[src/rtl/core/swta_pkg.sv]
// Shared types and constants for the weighted server task assigner.
package swta_pkg;

  // Default sizes of the server pool and its time and weight words
  localparam int SERVERS_DEF     = 16;
  localparam int TIME_BITS_DEF   = 32;
  localparam int WEIGHT_BITS_DEF = 16;

  // Fixed field widths on the stream ports
  localparam int IDX_FIELD_W   = 4;
  localparam int WGT_FIELD_W   = 16;
  localparam int DUR_FIELD_W   = 16;
  localparam int START_FIELD_W = 32;
  localparam int CFG_W         = 5;
  localparam int IN_TDATA_W    = 40;
  localparam int OUT_TDATA_W   = 40;

  // Server count after reset
  localparam logic [CFG_W-1:0] CFG_COUNT_RST = 5'd16;

  // Transaction kinds carried on in_tuser
  localparam logic MODE_LOAD = 1'b0;
  localparam logic MODE_TASK = 1'b1;

  // Sequencer states
  typedef enum logic [1:0] {
    ST_IDLE,
    ST_SCAN,
    ST_UPDATE
  } state_t;

  // Control from the sequencer to the compare unit
  typedef struct packed {
    logic clear;   // start a new scan
    logic sample;  // a server entry is on the data inputs
    logic first;   // that entry is server 0
  } cmp_ctrl_t;

endpackage

[src/rtl/core/swta_ram.sv]
// Single-port-write, single-port-read table with registered read data.
module swta_ram #(
  parameter int W     = 16,
  parameter int DEPTH = 16,
  parameter int AW    = 4
) (
  input  logic          clk,
  input  logic          we,
  input  logic [AW-1:0] waddr,
  input  logic [W-1:0]  wdata,
  input  logic [AW-1:0] raddr,
  output logic [W-1:0]  rdata
);

  logic [W-1:0] mem [DEPTH];

  // write port
  always_ff @(posedge clk) begin
    if (we) begin
      mem[waddr] <= wdata;
    end
  end

  // registered read port
  always_ff @(posedge clk) begin
    rdata <= mem[raddr];
  end

endmodule

[src/rtl/core/swta_cmp.sv]
// Shared compare unit: tracks the best free and the best busy server over a scan.
module swta_cmp #(
  parameter int IDX_W       = 4,
  parameter int TIME_BITS   = 32,
  parameter int WEIGHT_BITS = 16
) (
  input  logic                   clk,
  input  logic                   rst_n,
  input  swta_pkg::cmp_ctrl_t    ctrl,
  input  logic [IDX_W-1:0]       idx,
  input  logic [TIME_BITS-1:0]   end_time,
  input  logic [WEIGHT_BITS-1:0] weight,
  input  logic [TIME_BITS-1:0]   now,
  output logic                   have_free,
  output logic [IDX_W-1:0]       free_idx,
  output logic [IDX_W-1:0]       busy_idx,
  output logic [TIME_BITS-1:0]   earliest
);

  logic                   have_free_r;
  logic [IDX_W-1:0]       free_idx_r;
  logic [WEIGHT_BITS-1:0] free_w_r;
  logic [IDX_W-1:0]       busy_idx_r;
  logic [WEIGHT_BITS-1:0] busy_w_r;
  logic [TIME_BITS-1:0]   earliest_r;
  logic                   is_free;
  logic                   take_free;
  logic                   take_busy;

  // candidate decisions; scan runs in index order so strict compares keep lowest index
  always_comb begin
    is_free   = (end_time <= now);
    take_free = is_free && (!have_free_r || (weight < free_w_r));
    take_busy = ctrl.first || (end_time < earliest_r) ||
                ((end_time == earliest_r) && (weight < busy_w_r));
  end

  // free flag
  always_ff @(posedge clk) begin
    if (!rst_n) begin
      have_free_r <= 1'b0;
    end else if (ctrl.clear) begin
      have_free_r <= 1'b0;
    end else if (ctrl.sample && is_free) begin
      have_free_r <= 1'b1;
    end
  end

  // best candidates
  always_ff @(posedge clk) begin
    if (ctrl.sample) begin
      if (take_free) begin
        free_idx_r <= idx;
        free_w_r   <= weight;
      end
      if (take_busy) begin
        busy_idx_r <= idx;
        busy_w_r   <= weight;
        earliest_r <= end_time;
      end
    end
  end

  assign have_free = have_free_r;
  assign free_idx  = free_idx_r;
  assign busy_idx  = busy_idx_r;
  assign earliest  = earliest_r;

endmodule

[src/rtl/core/weighted_server_task_assigner.sv]
// Top level: weighted server task assigner with sequencer, tables and output register.
//
// Usage: in_tuser selects the transaction kind. A load (in_tuser = 0) stores
// the weight for server in_tdata[3:0] and gives no result; an index at or
// above the pool size is dropped. A task (in_tuser = 1) carries its duration
// in in_tdata[35:20] and gives one result on the out_ channel: the chosen
// server in out_tdata[3:0] and its start time in out_tdata[35:4]. A task is
// handled by a single compare unit that visits the active servers one per
// cycle out of the end-time and weight tables; in_tready stays low from the
// acceptance of a task through its scan and update steps, and the result is
// loaded into the output register as the update step completes, so no new
// load or task is taken until that task's result has been registered.
// in_tready is high only while the sequencer is idle; a result waiting for
// out_tready does not block the next load or the next task's scan, but a
// finished task holds in its update step until the output register frees up.
// cfg_wr_en writes the server count at any clock edge; it is meant to
// change only while the block is idle.
// Reset (rst_n low, synchronous) makes all servers free, time and task count
// zero, server count 16; weights are undefined until loaded.
module weighted_server_task_assigner #(
  parameter int SERVERS     = swta_pkg::SERVERS_DEF,
  parameter int TIME_BITS   = swta_pkg::TIME_BITS_DEF,
  parameter int WEIGHT_BITS = swta_pkg::WEIGHT_BITS_DEF
) (
  input  logic                                clk,
  input  logic                                rst_n,
  // configuration: server count
  input  logic                                cfg_wr_en,
  input  logic [swta_pkg::CFG_W-1:0]          cfg_wr_data,
  // input stream
  input  logic                                in_tvalid,
  output logic                                in_tready,
  input  logic [swta_pkg::IN_TDATA_W-1:0]     in_tdata,  // server_index, weight, duration, pad
  input  logic                                in_tuser,  // mode
  // result stream
  output logic                                out_tvalid,
  input  logic                                out_tready,
  output logic [swta_pkg::OUT_TDATA_W-1:0]    out_tdata  // assigned_server, start_time, pad
);

  localparam int IDX_W = (SERVERS > 1) ? $clog2(SERVERS) : 1;
  localparam int CNT_W = $clog2(SERVERS + 1);
  localparam int CMP_W = 10;

  swta_pkg::state_t    state_r, state_nxt;
  swta_pkg::cmp_ctrl_t cmp_ctrl;

  logic [swta_pkg::CFG_W-1:0] cfg_count_r;
  logic [CNT_W-1:0]           cnt_r, cnt_nxt;
  logic [CNT_W-1:0]           n_r, n_nxt;
  logic                       rd_vld_r, rd_vld_nxt;
  logic [IDX_W-1:0]           rd_idx_r;
  logic                       rd_evld_r;
  logic [TIME_BITS-1:0]       t_r, t_nxt;
  logic [TIME_BITS-1:0]       dur_r, dur_nxt;
  logic [TIME_BITS-1:0]       cur_time_r, cur_time_nxt;
  logic [TIME_BITS-1:0]       task_cnt_r, task_cnt_nxt;
  logic [SERVERS-1:0]         evld_r;
  logic                       out_tvalid_r, out_tvalid_nxt;
  logic [IDX_W-1:0]           out_idx_r, out_idx_nxt;
  logic [TIME_BITS-1:0]       out_time_r, out_time_nxt;

  logic                       in_fire;
  logic                       finish;
  logic [swta_pkg::IDX_FIELD_W-1:0] in_idx;
  logic [IDX_W-1:0]           raddr;
  logic                       wgt_we;
  logic                       end_we;
  logic [WEIGHT_BITS-1:0]     wgt_rdata;
  logic [TIME_BITS-1:0]       end_rdata;
  logic [TIME_BITS-1:0]       end_val;
  logic                       have_free;
  logic [IDX_W-1:0]           free_idx;
  logic [IDX_W-1:0]           busy_idx;
  logic [TIME_BITS-1:0]       earliest;
  logic [TIME_BITS-1:0]       t_fin;
  logic [IDX_W-1:0]           idx_fin;
  logic [TIME_BITS:0]         end_sum;
  logic [TIME_BITS-1:0]       end_new;

  assign in_idx    = in_tdata[3:0];
  assign in_tready = (state_r == swta_pkg::ST_IDLE);
  assign in_fire   = in_tvalid && in_tready;
  assign raddr     = cnt_r[IDX_W-1:0];

  // final pick and saturating end time
  always_comb begin
    t_fin   = have_free ? t_r : earliest;
    idx_fin = have_free ? free_idx : busy_idx;
    end_sum = {1'b0, t_fin} + {1'b0, dur_r};
    end_new = end_sum[TIME_BITS] ? '1 : end_sum[TIME_BITS-1:0];
  end

  // sequencer: next state and datapath controls
  always_comb begin
    state_nxt       = state_r;
    cnt_nxt         = cnt_r;
    n_nxt           = n_r;
    rd_vld_nxt      = 1'b0;
    t_nxt           = t_r;
    dur_nxt         = dur_r;
    cur_time_nxt    = cur_time_r;
    task_cnt_nxt    = task_cnt_r;
    out_tvalid_nxt  = out_tvalid_r && !out_tready;
    out_idx_nxt     = out_idx_r;
    out_time_nxt    = out_time_r;
    wgt_we          = 1'b0;
    end_we          = 1'b0;
    finish          = 1'b0;
    cmp_ctrl.clear  = 1'b0;
    cmp_ctrl.sample = rd_vld_r;
    cmp_ctrl.first  = (rd_idx_r == '0);
    unique case (state_r)
      swta_pkg::ST_IDLE: begin
        if (in_fire && (in_tuser == swta_pkg::MODE_LOAD)) begin
          wgt_we = (CMP_W'(in_idx) < CMP_W'(SERVERS));
        end else if (in_fire) begin
          cmp_ctrl.clear = 1'b1;
          cnt_nxt        = '0;
          dur_nxt        = TIME_BITS'(in_tdata[35:20]);
          t_nxt          = (cur_time_r > task_cnt_r) ? cur_time_r : task_cnt_r;
          // server count 0 acts as 1, above the pool acts as the pool size
          if (cfg_count_r == '0) begin
            n_nxt = CNT_W'(1);
          end else if (CMP_W'(cfg_count_r) > CMP_W'(SERVERS)) begin
            n_nxt = CNT_W'(SERVERS);
          end else begin
            n_nxt = CNT_W'(cfg_count_r);
          end
          state_nxt = swta_pkg::ST_SCAN;
        end
      end
      swta_pkg::ST_SCAN: begin
        // one table read per cycle; the last sample lands as the state moves on
        if (cnt_r < n_r) begin
          rd_vld_nxt = 1'b1;
          cnt_nxt    = cnt_r + CNT_W'(1);
        end else begin
          state_nxt = swta_pkg::ST_UPDATE;
        end
      end
      swta_pkg::ST_UPDATE: begin
        if (!out_tvalid_r || out_tready) begin
          finish         = 1'b1;
          end_we         = 1'b1;
          cur_time_nxt   = t_fin;
          task_cnt_nxt   = (task_cnt_r == '1) ? task_cnt_r : task_cnt_r + TIME_BITS'(1);
          out_tvalid_nxt = 1'b1;
          out_idx_nxt    = idx_fin;
          out_time_nxt   = t_fin;
          state_nxt      = swta_pkg::ST_IDLE;
        end
      end
      default: begin
        state_nxt = swta_pkg::ST_IDLE;
      end
    endcase
  end

  // state register
  always_ff @(posedge clk) begin
    if (!rst_n) begin
      state_r <= swta_pkg::ST_IDLE;
    end else begin
      state_r <= state_nxt;
    end
  end

  // control registers
  always_ff @(posedge clk) begin
    if (!rst_n) begin
      cfg_count_r  <= swta_pkg::CFG_COUNT_RST;
      rd_vld_r     <= 1'b0;
      cur_time_r   <= '0;
      task_cnt_r   <= '0;
      out_tvalid_r <= 1'b0;
      evld_r       <= '0;
    end else begin
      if (cfg_wr_en) begin
        cfg_count_r <= cfg_wr_data;
      end
      rd_vld_r     <= rd_vld_nxt;
      cur_time_r   <= cur_time_nxt;
      task_cnt_r   <= task_cnt_nxt;
      out_tvalid_r <= out_tvalid_nxt;
      if (end_we) begin
        evld_r[idx_fin] <= 1'b1;
      end
    end
  end

  // datapath registers
  always_ff @(posedge clk) begin
    cnt_r      <= cnt_nxt;
    n_r        <= n_nxt;
    t_r        <= t_nxt;
    dur_r      <= dur_nxt;
    out_idx_r  <= out_idx_nxt;
    out_time_r <= out_time_nxt;
    rd_idx_r   <= raddr;
    rd_evld_r  <= evld_r[raddr];
  end

  // weight table
  swta_ram #(
    .W     (WEIGHT_BITS),
    .DEPTH (SERVERS),
    .AW    (IDX_W)
  ) u_wgt_ram (
    .clk   (clk),
    .we    (wgt_we),
    .waddr (IDX_W'(in_idx)),
    .wdata (WEIGHT_BITS'(in_tdata[19:4])),
    .raddr (raddr),
    .rdata (wgt_rdata)
  );

  // end-time table; never-written entries read as zero through the valid bits
  swta_ram #(
    .W     (TIME_BITS),
    .DEPTH (SERVERS),
    .AW    (IDX_W)
  ) u_end_ram (
    .clk   (clk),
    .we    (end_we),
    .waddr (idx_fin),
    .wdata (end_new),
    .raddr (raddr),
    .rdata (end_rdata)
  );

  assign end_val = rd_evld_r ? end_rdata : '0;

  // shared compare unit
  swta_cmp #(
    .IDX_W       (IDX_W),
    .TIME_BITS   (TIME_BITS),
    .WEIGHT_BITS (WEIGHT_BITS)
  ) u_cmp (
    .clk       (clk),
    .rst_n     (rst_n),
    .ctrl      (cmp_ctrl),
    .idx       (rd_idx_r),
    .end_time  (end_val),
    .weight    (wgt_rdata),
    .now       (t_r),
    .have_free (have_free),
    .free_idx  (free_idx),
    .busy_idx  (busy_idx),
    .earliest  (earliest)
  );

  // result port
  assign out_tvalid = out_tvalid_r;
  assign out_tdata  = {4'b0, swta_pkg::START_FIELD_W'(out_time_r),
                       swta_pkg::IDX_FIELD_W'(out_idx_r)};

  // a new result appears only when a task finishes its update step
  a_result_from_update: assert property (@(posedge clk) disable iff (!rst_n)
    (out_tvalid && !$past(out_tvalid)) |-> $past(state_r == swta_pkg::ST_UPDATE))
    else $error("result raised outside the update step");

  // an accepted task always starts a scan
  a_task_starts_scan: assert property (@(posedge clk) disable iff (!rst_n)
    (in_tvalid && in_tready && (in_tuser == swta_pkg::MODE_TASK))
      |=> (state_r == swta_pkg::ST_SCAN))
    else $error("task accepted without a scan");

  // table samples only arrive while scanning
  a_sample_in_scan: assert property (@(posedge clk) disable iff (!rst_n)
    rd_vld_r |-> (state_r == swta_pkg::ST_SCAN))
    else $error("table sample outside the scan");

  // the chosen server is marked as having a stored end time
  a_end_marked: assert property (@(posedge clk) disable iff (!rst_n)
    finish |=> evld_r[$past(idx_fin)])
    else $error("end time written without its valid bit");

endmodule
[config.mk]
export PLATFORM = sky130hd
export DESIGN_NAME = weighted_server_task_assigner
export DESIGN_NICKNAME = d
export VERILOG_FILES = /design/src/rtl/core/swta_pkg.sv /design/src/rtl/core/swta_ram.sv /design/src/rtl/core/swta_cmp.sv /design/src/rtl/core/weighted_server_task_assigner.sv
export SDC_FILE = /design/constraint.sdc
export NUM_CORES = 1
export LEC_CHECK = 0
export BUFFER_PORTS_ARGS = -buffer_cell sky130_fd_sc_hd__buf_4
export CAP_MARGIN = 10
export CORE_MARGIN = 1.5
export CORE_UTILIZATION = 60
export CTS_CLUSTER_DIAMETER = 120
export CTS_CLUSTER_SIZE = 25
export DETAILED_ROUTE_END_ITERATION = 10
export PLACE_DENSITY = 0.77
export SLEW_MARGIN = 20
export SYNTH_ARGS = -nofsm -noshare
export SYNTH_HDL_FRONTEND = slang
export SYNTH_HIERARCHICAL = 1
export SYNTH_SLANG_ARGS = --single-unit
export TNS_END_PERCENT = 10
[constraint.sdc]
create_clock -name clk -period 7 [get_ports clk]
set_clock_uncertainty 0.2 [all_clocks]
set_input_delay 0 -clock clk [delete_from_list [all_inputs] [get_ports clk]]
set_output_delay 0 -clock clk [all_outputs]
set_load 0.01 [all_outputs]
==> flow_summary_export.csv, run 1 <==
group,metric,value,unit
synthesis,seq_area_frac_synth,69.6,%
grt,overflow,0,
cells_and_area,instances_no_fill,3849,
grt,antenna_found_initial,1,
synthesis,synth_common_cells,"edfxtp_1 (934), mux4_2 (187), inv_1 (155), nand2_1 (154), ha_1 (150)",
cells_and_area,syn_to_final_growth,9.74,%
power,peakVddDrop,0.222,mV
worst_setup_path,crit_path_cell_trace,"and2_1, ha_1, nand4_1, nor4_1, o2111ai_1, nor3_1, a221o_2, buf_4",
clock_tree,post_cts.repair.setup_buffers,0,
worst_setup_path,worstSetupStartpoint,"rd_evld_r$_DFF_P_",
placed_design,placed_area,0.0464,mm²
timing,tns,0,ps
min_path,hp-start,"in_tdata[14]",
timing,period_minus_slack,4880,ps
worst_setup_path,worst-r2r-cell-count,8,
worst_setup_path,cpLargestDelayFamily,"simple AND/OR/NAND/NOR gates",
timing,final.setup.worst_slack,2120,ps
die,dieHeight,275,µm
worst_setup_path,end_kind,"register",
power,pwr_density_cell,235,mW/mm²
clock_tree,cts_resized,0,
worst_setup_path,startpoint_type,"register",
status,status,"finished, violations left",
status,violations,"design-rule violations",
die,die_x,275,µm
grt,grt_pass1_wl,151,mm
synthesis,ys_ff_latch,1077,
timing,whs,25.8,ps
clock_tree,cts_buffer_depth,3,
die,start_util,60.8,%
placed_design,post-dp-hpwl,62.1,mm
power,p_leak,16.8,nW
clock_tree,postCtsHoldBufs,87,
worst_setup_path,path_class,"reg2reg",
synthesis,synth_edf_count,934,
routing,wl_per_cell,26.3,µm
routing,vias,24486,
timing,setup_viol,0,
die,coreArea,0.0731,mm²
synthesis,ys.flop_type,"edfxtp_1",
clock_tree,clkTransAtPathRegs,100,ps
worst_setup_path,worst-path-buf-inv,1,
clock_tree,cts_tree,"done",
synthesis,yosys.cell_types.count,82,
min_path,min_to,"u_wgt_ram/mem[10][10]$_DFFE_PP_",
synthesis,synth_area_leaders,"edfxtp_1 (63%), mux4_2 (9.5%), dfxtp_1 (6.4%), ha_1 (4.2%), a22oi_1 (1.6%)",
power,finalPower,11.4,mW
cells_and_area,fin_nets,3054,
cells_and_area,finalInstanceArea,0.0488,mm²
clock_tree,cts_root_buffer,"clkbuf_16",
routing,wl,101,mm
cells_and_area,num_antenna_cells,0,
clock_tree,numClockSinks,1077,
synthesis,mappedNetlistArea,0.0444,mm²
worst_setup_path,worstPathMaxFanout,32,
run,cap_violations,0,
die,rows,99,
routing,drcViolationCount,13,
grt,grt_pass1_vias,24636,
synthesis,ys_warn_count,6,
routing,drt_iter0_drc,2668,
routing,viasPerCell,6.36,
synthesis,synth.most_common_cell,"edfxtp_1",
min_path,holdCritPathClass,"in2reg",
worst_setup_path,rrSetupSlack,2120,ps
timing,clock.fmax,205,MHz
worst_setup_path,r2r-end,"u_cmp/busy_idx[2]$_DFFE_PP_",
timing,slew_headroom,18.6,%
clock_tree,clock_latency,650,ps
routing,dr.pass1.iters,8,
synthesis,synth_top_area_share,63.1,%
placed_design,place_inst,3671,
min_path,hold_path_depth,2,
timing,rsz0062_at_grt,"no",
worst_setup_path,worst_path_largest_cell_delay,1010,ps
synthesis,yosysTopAreaCell,"edfxtp_1",
clock_tree,htree_levels,2,
synthesis,synth_cells,2674,
placed_design,gp_congestion,0.937,
die,die_area,0.0757,mm²
synthesis,ys_async_sr_fraction,0,%
timing,tightest_slew,1210,ps
worst_setup_path,crit_arrival,4980,ps
timing,min_period_over_period,69.7,%
timing,finalHoldViolCount,0,
placed_design,portBuffers,84,
cells_and_area,layout-drive-gt1-share,17.0,%
worst_setup_path,rr_startpoint,"rd_evld_r$_DFF_P_",
cells_and_area,final_util,66.7,%
die,io-pin-count,93,
routing,ant_nets,0,
placed_design,pre_cts_ws,2090,ps
grt,grt_max_degree,133,
timing,slew_violations,0,
grt,grt_usage,27.0,%
clock_tree,cts_made_buffers,49,
worst_setup_path,crit_slowest_cell,"nor4_1",
worst_setup_path,cp.required,7100,ps
synthesis,syn_area_per_cell,16.6,µm²
==> layout make-up <==
| class | count | area [µm²] |
|---|---|---|
| Tap cell | 959 | 1200 |
| Clock inverter | 3 | 76.3 |
| Multi-Input combinational cell | 1341 | 12600 |
| Clock buffer | 86 | 1370 |
| Inverter | 156 | 586 |
| Sequential cell | 1077 | 30900 |
| Timing Repair Buffer | 227 | 2000 |
| Fill cell | 4739 | 24300 |
==> cells in the final DEF (no fill, tap or decap), types with 22 or more instances in the layout <==
cell type | synthesis | final
ha_1 | 150 | 150
edfxtp_1 | 934 | 934
a22oi_1 | 96 | 96
nand3_1 | 41 | 41
clkbuf_1 | 47 | 37
a21o_1 | 22 | 22
buf_4 | 22 | 135
and2_1 | 45 | 45
nor3_1 | 37 | 29
inv_1 | 155 | 154
mux2_2 | 53 | 53
clkbuf_16 | 0 | 49
xnor2_1 | 43 | 43
a21oi_1 | 109 | 108
nand4_1 | 34 | 34
mux4_2 | 187 | 187
nor2_1 | 145 | 131
o21ai_0 | 32 | 32
a211oi_1 | 24 | 24
dfxtp_1 | 143 | 142
nand2_1 | 154 | 154
dlygate4sd3_1 | 0 | 87
==> flip-flops by register name, indices dropped and copies added (netlist names), 32 cells and up <==
register / cells
u_end_ram/mem: 512
u_wgt_ram/mem: 256
cur_time_r: 32
out_time_r: 32
t_r: 32
task_cnt_r: 32
u_cmp/earliest: 32
u_end_ram/rdata: 32
==> cell families (layout without fill, tap and decap cells) <==
group	count (synthesis)	in the layout	synth area share (%)
compound gates	335	335	4.95
xor+xnor	50	50	0.986
fa+ha+maj	151	151	4.27
buf+inv	259	472	2.55
flops	1077	1077	69.6
mux	266	266	11.8
other cells	1	4	0.00844
simple gates	535	535	5.90
==> report_power, final <==
group | switching, mW | internal (mW) | total [mW]
Sequential | 0.0884 | 7.11 | 7.20
Combinational | 0.577 | 0.413 | 0.989
Clock | 1.90 | 1.36 | 3.26
==> layer usage <==
| layer | routed length, µm | GRT usage [%] | up-vias | share of wire, % |
|---|---|---|---|---|
| met1 | 39300 | 36.5 | 12421 | 39 |
| met3 | 8270 | 4.24 | 172 | 8.2 |
| met5 | 13 | 0 | - | 0.013 |
| met4 | 3480 | 9.03 | 2 | 3.4 |
| met2 | 50200 | 45.3 | 1167 | 50 |
| li1 | - | - | 10724 | - |
==> worst max path at each step <==
stage	to	slack, ps	cells after the start
floorplan	u_end_ram/mem[0][0]$_DFFE_PP_	1590	6
global placement	u_end_ram/mem[6][31]$_DFFE_PP_	2320	9
detailed placement	u_end_ram/mem[6][31]$_DFFE_PP_	2090	9
CTS	u_end_ram/mem[8][31]$_DFFE_PP_	2040	9
global route	u_end_ram/mem[2][28]$_DFFE_PP_	1960	10
finish	u_cmp/busy_idx[2]$_DFFE_PP_	2120	8
Power figures use the tool's default switching activity.
==> run 2: changes to the inputs <==
--- a/config.mk
+++ b/config.mk
@@ -8,11 +8,11 @@
 export BUFFER_PORTS_ARGS = -buffer_cell sky130_fd_sc_hd__buf_4
 export CAP_MARGIN = 10
 export CORE_MARGIN = 1.5
-export CORE_UTILIZATION = 60
+export CORE_UTILIZATION = 56
 export CTS_CLUSTER_DIAMETER = 120
 export CTS_CLUSTER_SIZE = 25
 export DETAILED_ROUTE_END_ITERATION = 10
-export PLACE_DENSITY = 0.77
+export PLACE_DENSITY = 0.75
 export SLEW_MARGIN = 20
 export SYNTH_ARGS = -nofsm -noshare
 export SYNTH_HDL_FRONTEND = slang
==> constraint.sdc (replaced) <==
create_clock -name clk -period 4.31 [get_ports clk]
set_clock_uncertainty 0.2 [all_clocks]
set_input_delay 0 -clock clk [delete_from_list [all_inputs] [get_ports clk]]
set_output_delay 0 -clock clk [all_outputs]
set_load 0.01 [all_outputs]
==> run 2 against run 1 <==
Net effect:
- the run now ends clean
- final area is 1.2% higher
- via count is 2.1% higher
- non-clock buffer count is 50 higher
- fmax is 20% higher
- sequential power is 63% higher
- flip-flop and latch count stayed put
- cell count is 3.8% higher
- critical path depth is 3 higher
- total power is 63% higher
- clock power is 64% higher
- wire length is 4.5% higher
- core utilization is 4.0 points lower
- critical path type unchanged
- critical endpoint is now u_end_ram/mem[0][16]$_DFFE_PP_
- largest cell class unchanged
==> flow_summary_export.csv, run 2 (synthesis results as in run 1) <==
group,metric,value,unit
worst_setup_path,crit_arrival,4120,ps
worst_setup_path,end_kind,"register",
die,rows,103,
timing,tns,0,ps
routing,drcViolationCount,0,
timing,final.setup.worst_slack,232,ps
routing,drt_iter0_drc,2733,
grt,grt_pass1_vias,25116,
clock_tree,cts_buffer_depth,3,
timing,finalHoldViolCount,0,
die,die_area,0.0810,mm²
routing,wl_per_cell,26.5,µm
timing,slew_violations,0,
die,io-pin-count,93,
routing,dr.pass1.iters,5,
timing,slew_headroom,31.6,%
clock_tree,clkTransAtPathRegs,100,ps
cells_and_area,most-common-layout-cells,"edfxtp_1 (934), mux4_2 (187), buf_4 (172)",
clock_tree,cts_made_buffers,49,
cells_and_area,reg.largest.list,"u_end_ram/mem (512), u_wgt_ram/mem (256)",
placed_design,gp_congestion,0.900,
timing,clock.fmax,245,MHz
die,dieHeight,285,µm
power,peakVddDrop,0.349,mV
placed_design,post-dp-hpwl,66.5,mm
clock_tree,clock_latency,650,ps
timing,min_period_over_period,94.6,%
clock_tree,numClockSinks,1077,
placed_design,portBuffers,84,
grt,grt_max_degree,104,
run,cap_violations,0,
clock_tree,cts_tree,"done",
min_path,holdCritPathClass,"in2reg",
cells_and_area,fin_nets,3104,
cells_and_area,instances_no_fill,3995,
clock_tree,post_cts.repair.setup_buffers,0,
cells_and_area,layout-drive-gt1-share,18.2,%
placed_design,pre_cts_ws,121,ps
timing,rsz0062_at_grt,"yes",
routing,wl,106,mm
worst_setup_path,path_class,"reg2reg",
power,pwr_density_cell,379,mW/mm²
die,start_util,56.4,%
grt,antenna_found_initial,1,
grt,grt_pass1_wl,159,mm
worst_setup_path,worstPathMaxFanout,16,
timing,setup_viol,0,
worst_setup_path,cp.required,4350,ps
power,p_leak,17.0,nW
placed_design,place_inst,3808,
timing,period_minus_slack,4080,ps
cells_and_area,top_register,"u_end_ram/mem",
routing,vias,24993,
clock_tree,cts_root_buffer,"clkbuf_16",
worst_setup_path,startpoint_type,"register",
routing,ant_nets,0,
timing,whs,36.5,ps
grt,overflow,0,
grt,grt_usage,26.3,%
routing,viasPerCell,6.26,
cells_and_area,largest_register_ffs,512,
status,status,"completed",
timing,tightest_slew,1030,ps
cells_and_area,syn_to_final_growth,11.1,%
cells_and_area,fillCellCount,5423,
clock_tree,htree_levels,2,
die,coreArea,0.0787,mm²
die,die_x,285,µm
cells_and_area,final_common_cell,"edfxtp_1",
-- run 2: changes by cell type in the layout (fill, tap and decap cells not counted), sizes merged --
cell | previous run | this run
diode | 0 | 2
dlygate4sd3 | 87 | 93
clkbuf | 86 | 89
buf | 140 | 184
-- run 2: cell type report --
cell class                      count  area (µm²)  area share, %
Antenna cell                        2        5.00         0.0101
Clock buffer                       89        1400           2.83
Clock inverter                      3        66.3          0.134
Inverter                          156         587           1.19
Multi-Input combinational cell   1341       12600           25.6
Sequential cell                  1077       30900           62.6
Tap cell                         1050        1310           2.66
Timing Repair Buffer              277        2460           4.99
-- run 2: timing repair --
item / in CTS / in global routing
setup endpoints to repair: 0 / 64
resized for setup: 0 / 3
endpoints found under the hold margin: 592 / 0
hold buffers: 93 / 0
-- run 2: stage by stage --
stage | power [mW] | area (µm²) | utilization [%]
3_3_place_gp | 13.4 | 46900 | 59.6
3_5_place_dp | 13.5 | 46900 | 59.6
4_1_cts | 18.8 | 49300 | 62.7
5_1_grt | 19.3 | 49400 | 62.7
2_1_floorplan | 12.9 | 44500 | -
6_report | 18.7 | 49400 | 62.7
-- run 2: path summary, 6_finish.rpt --
path,start,to,slack [ps],cells after the start
max reg2reg,u_cmp/have_free$_SDFFE_PP0P_,u_end_ram/mem[0][16]$_DFFE_PP_,230,11
min,in_tdata[18],u_wgt_ram/mem[0][14]$_DFFE_PP_,40,2
max,u_cmp/have_free$_SDFFE_PP0P_,u_end_ram/mem[0][16]$_DFFE_PP_,230,11
min reg2reg,rd_idx_r[1]$_DFF_P_,u_cmp/free_idx[1]$_DFFE_PP_,260,0
-- run 2: power by group --
group / internal [mW] / switching, mW / total (mW) / leakage, nW
logic: 0.683 / 0.965 / 1.65 / 6.65
registers: 11.5 / 0.144 / 11.7 / 9.69
clock network: 2.24 / 3.11 / 5.35 / 0.690
total: 14.5 / 4.22 / 18.7 / 17.0
-- run 2: routing by layer --
layer	track usage (%)	up-vias	part of all wire (%)
met5	0	-	0.012
met4	8.59	2	3.8
met1	35.7	12725	38
li1	-	10838	-
met2	44.6	1240	50
met3	3.23	188	7.9
-- run 2: critical path, stage by stage, from the launching register on --
cell and delay [ps]:
dfxtp_2 360, buf_4 210, mux2_2 420, fa_1 480, a211oi_1 370, o21ai_1 130, a31oi_1 330, buf_4 200
nand2b_1 130, o31ai_1 100, xnor2_1 340, nand2_1 400
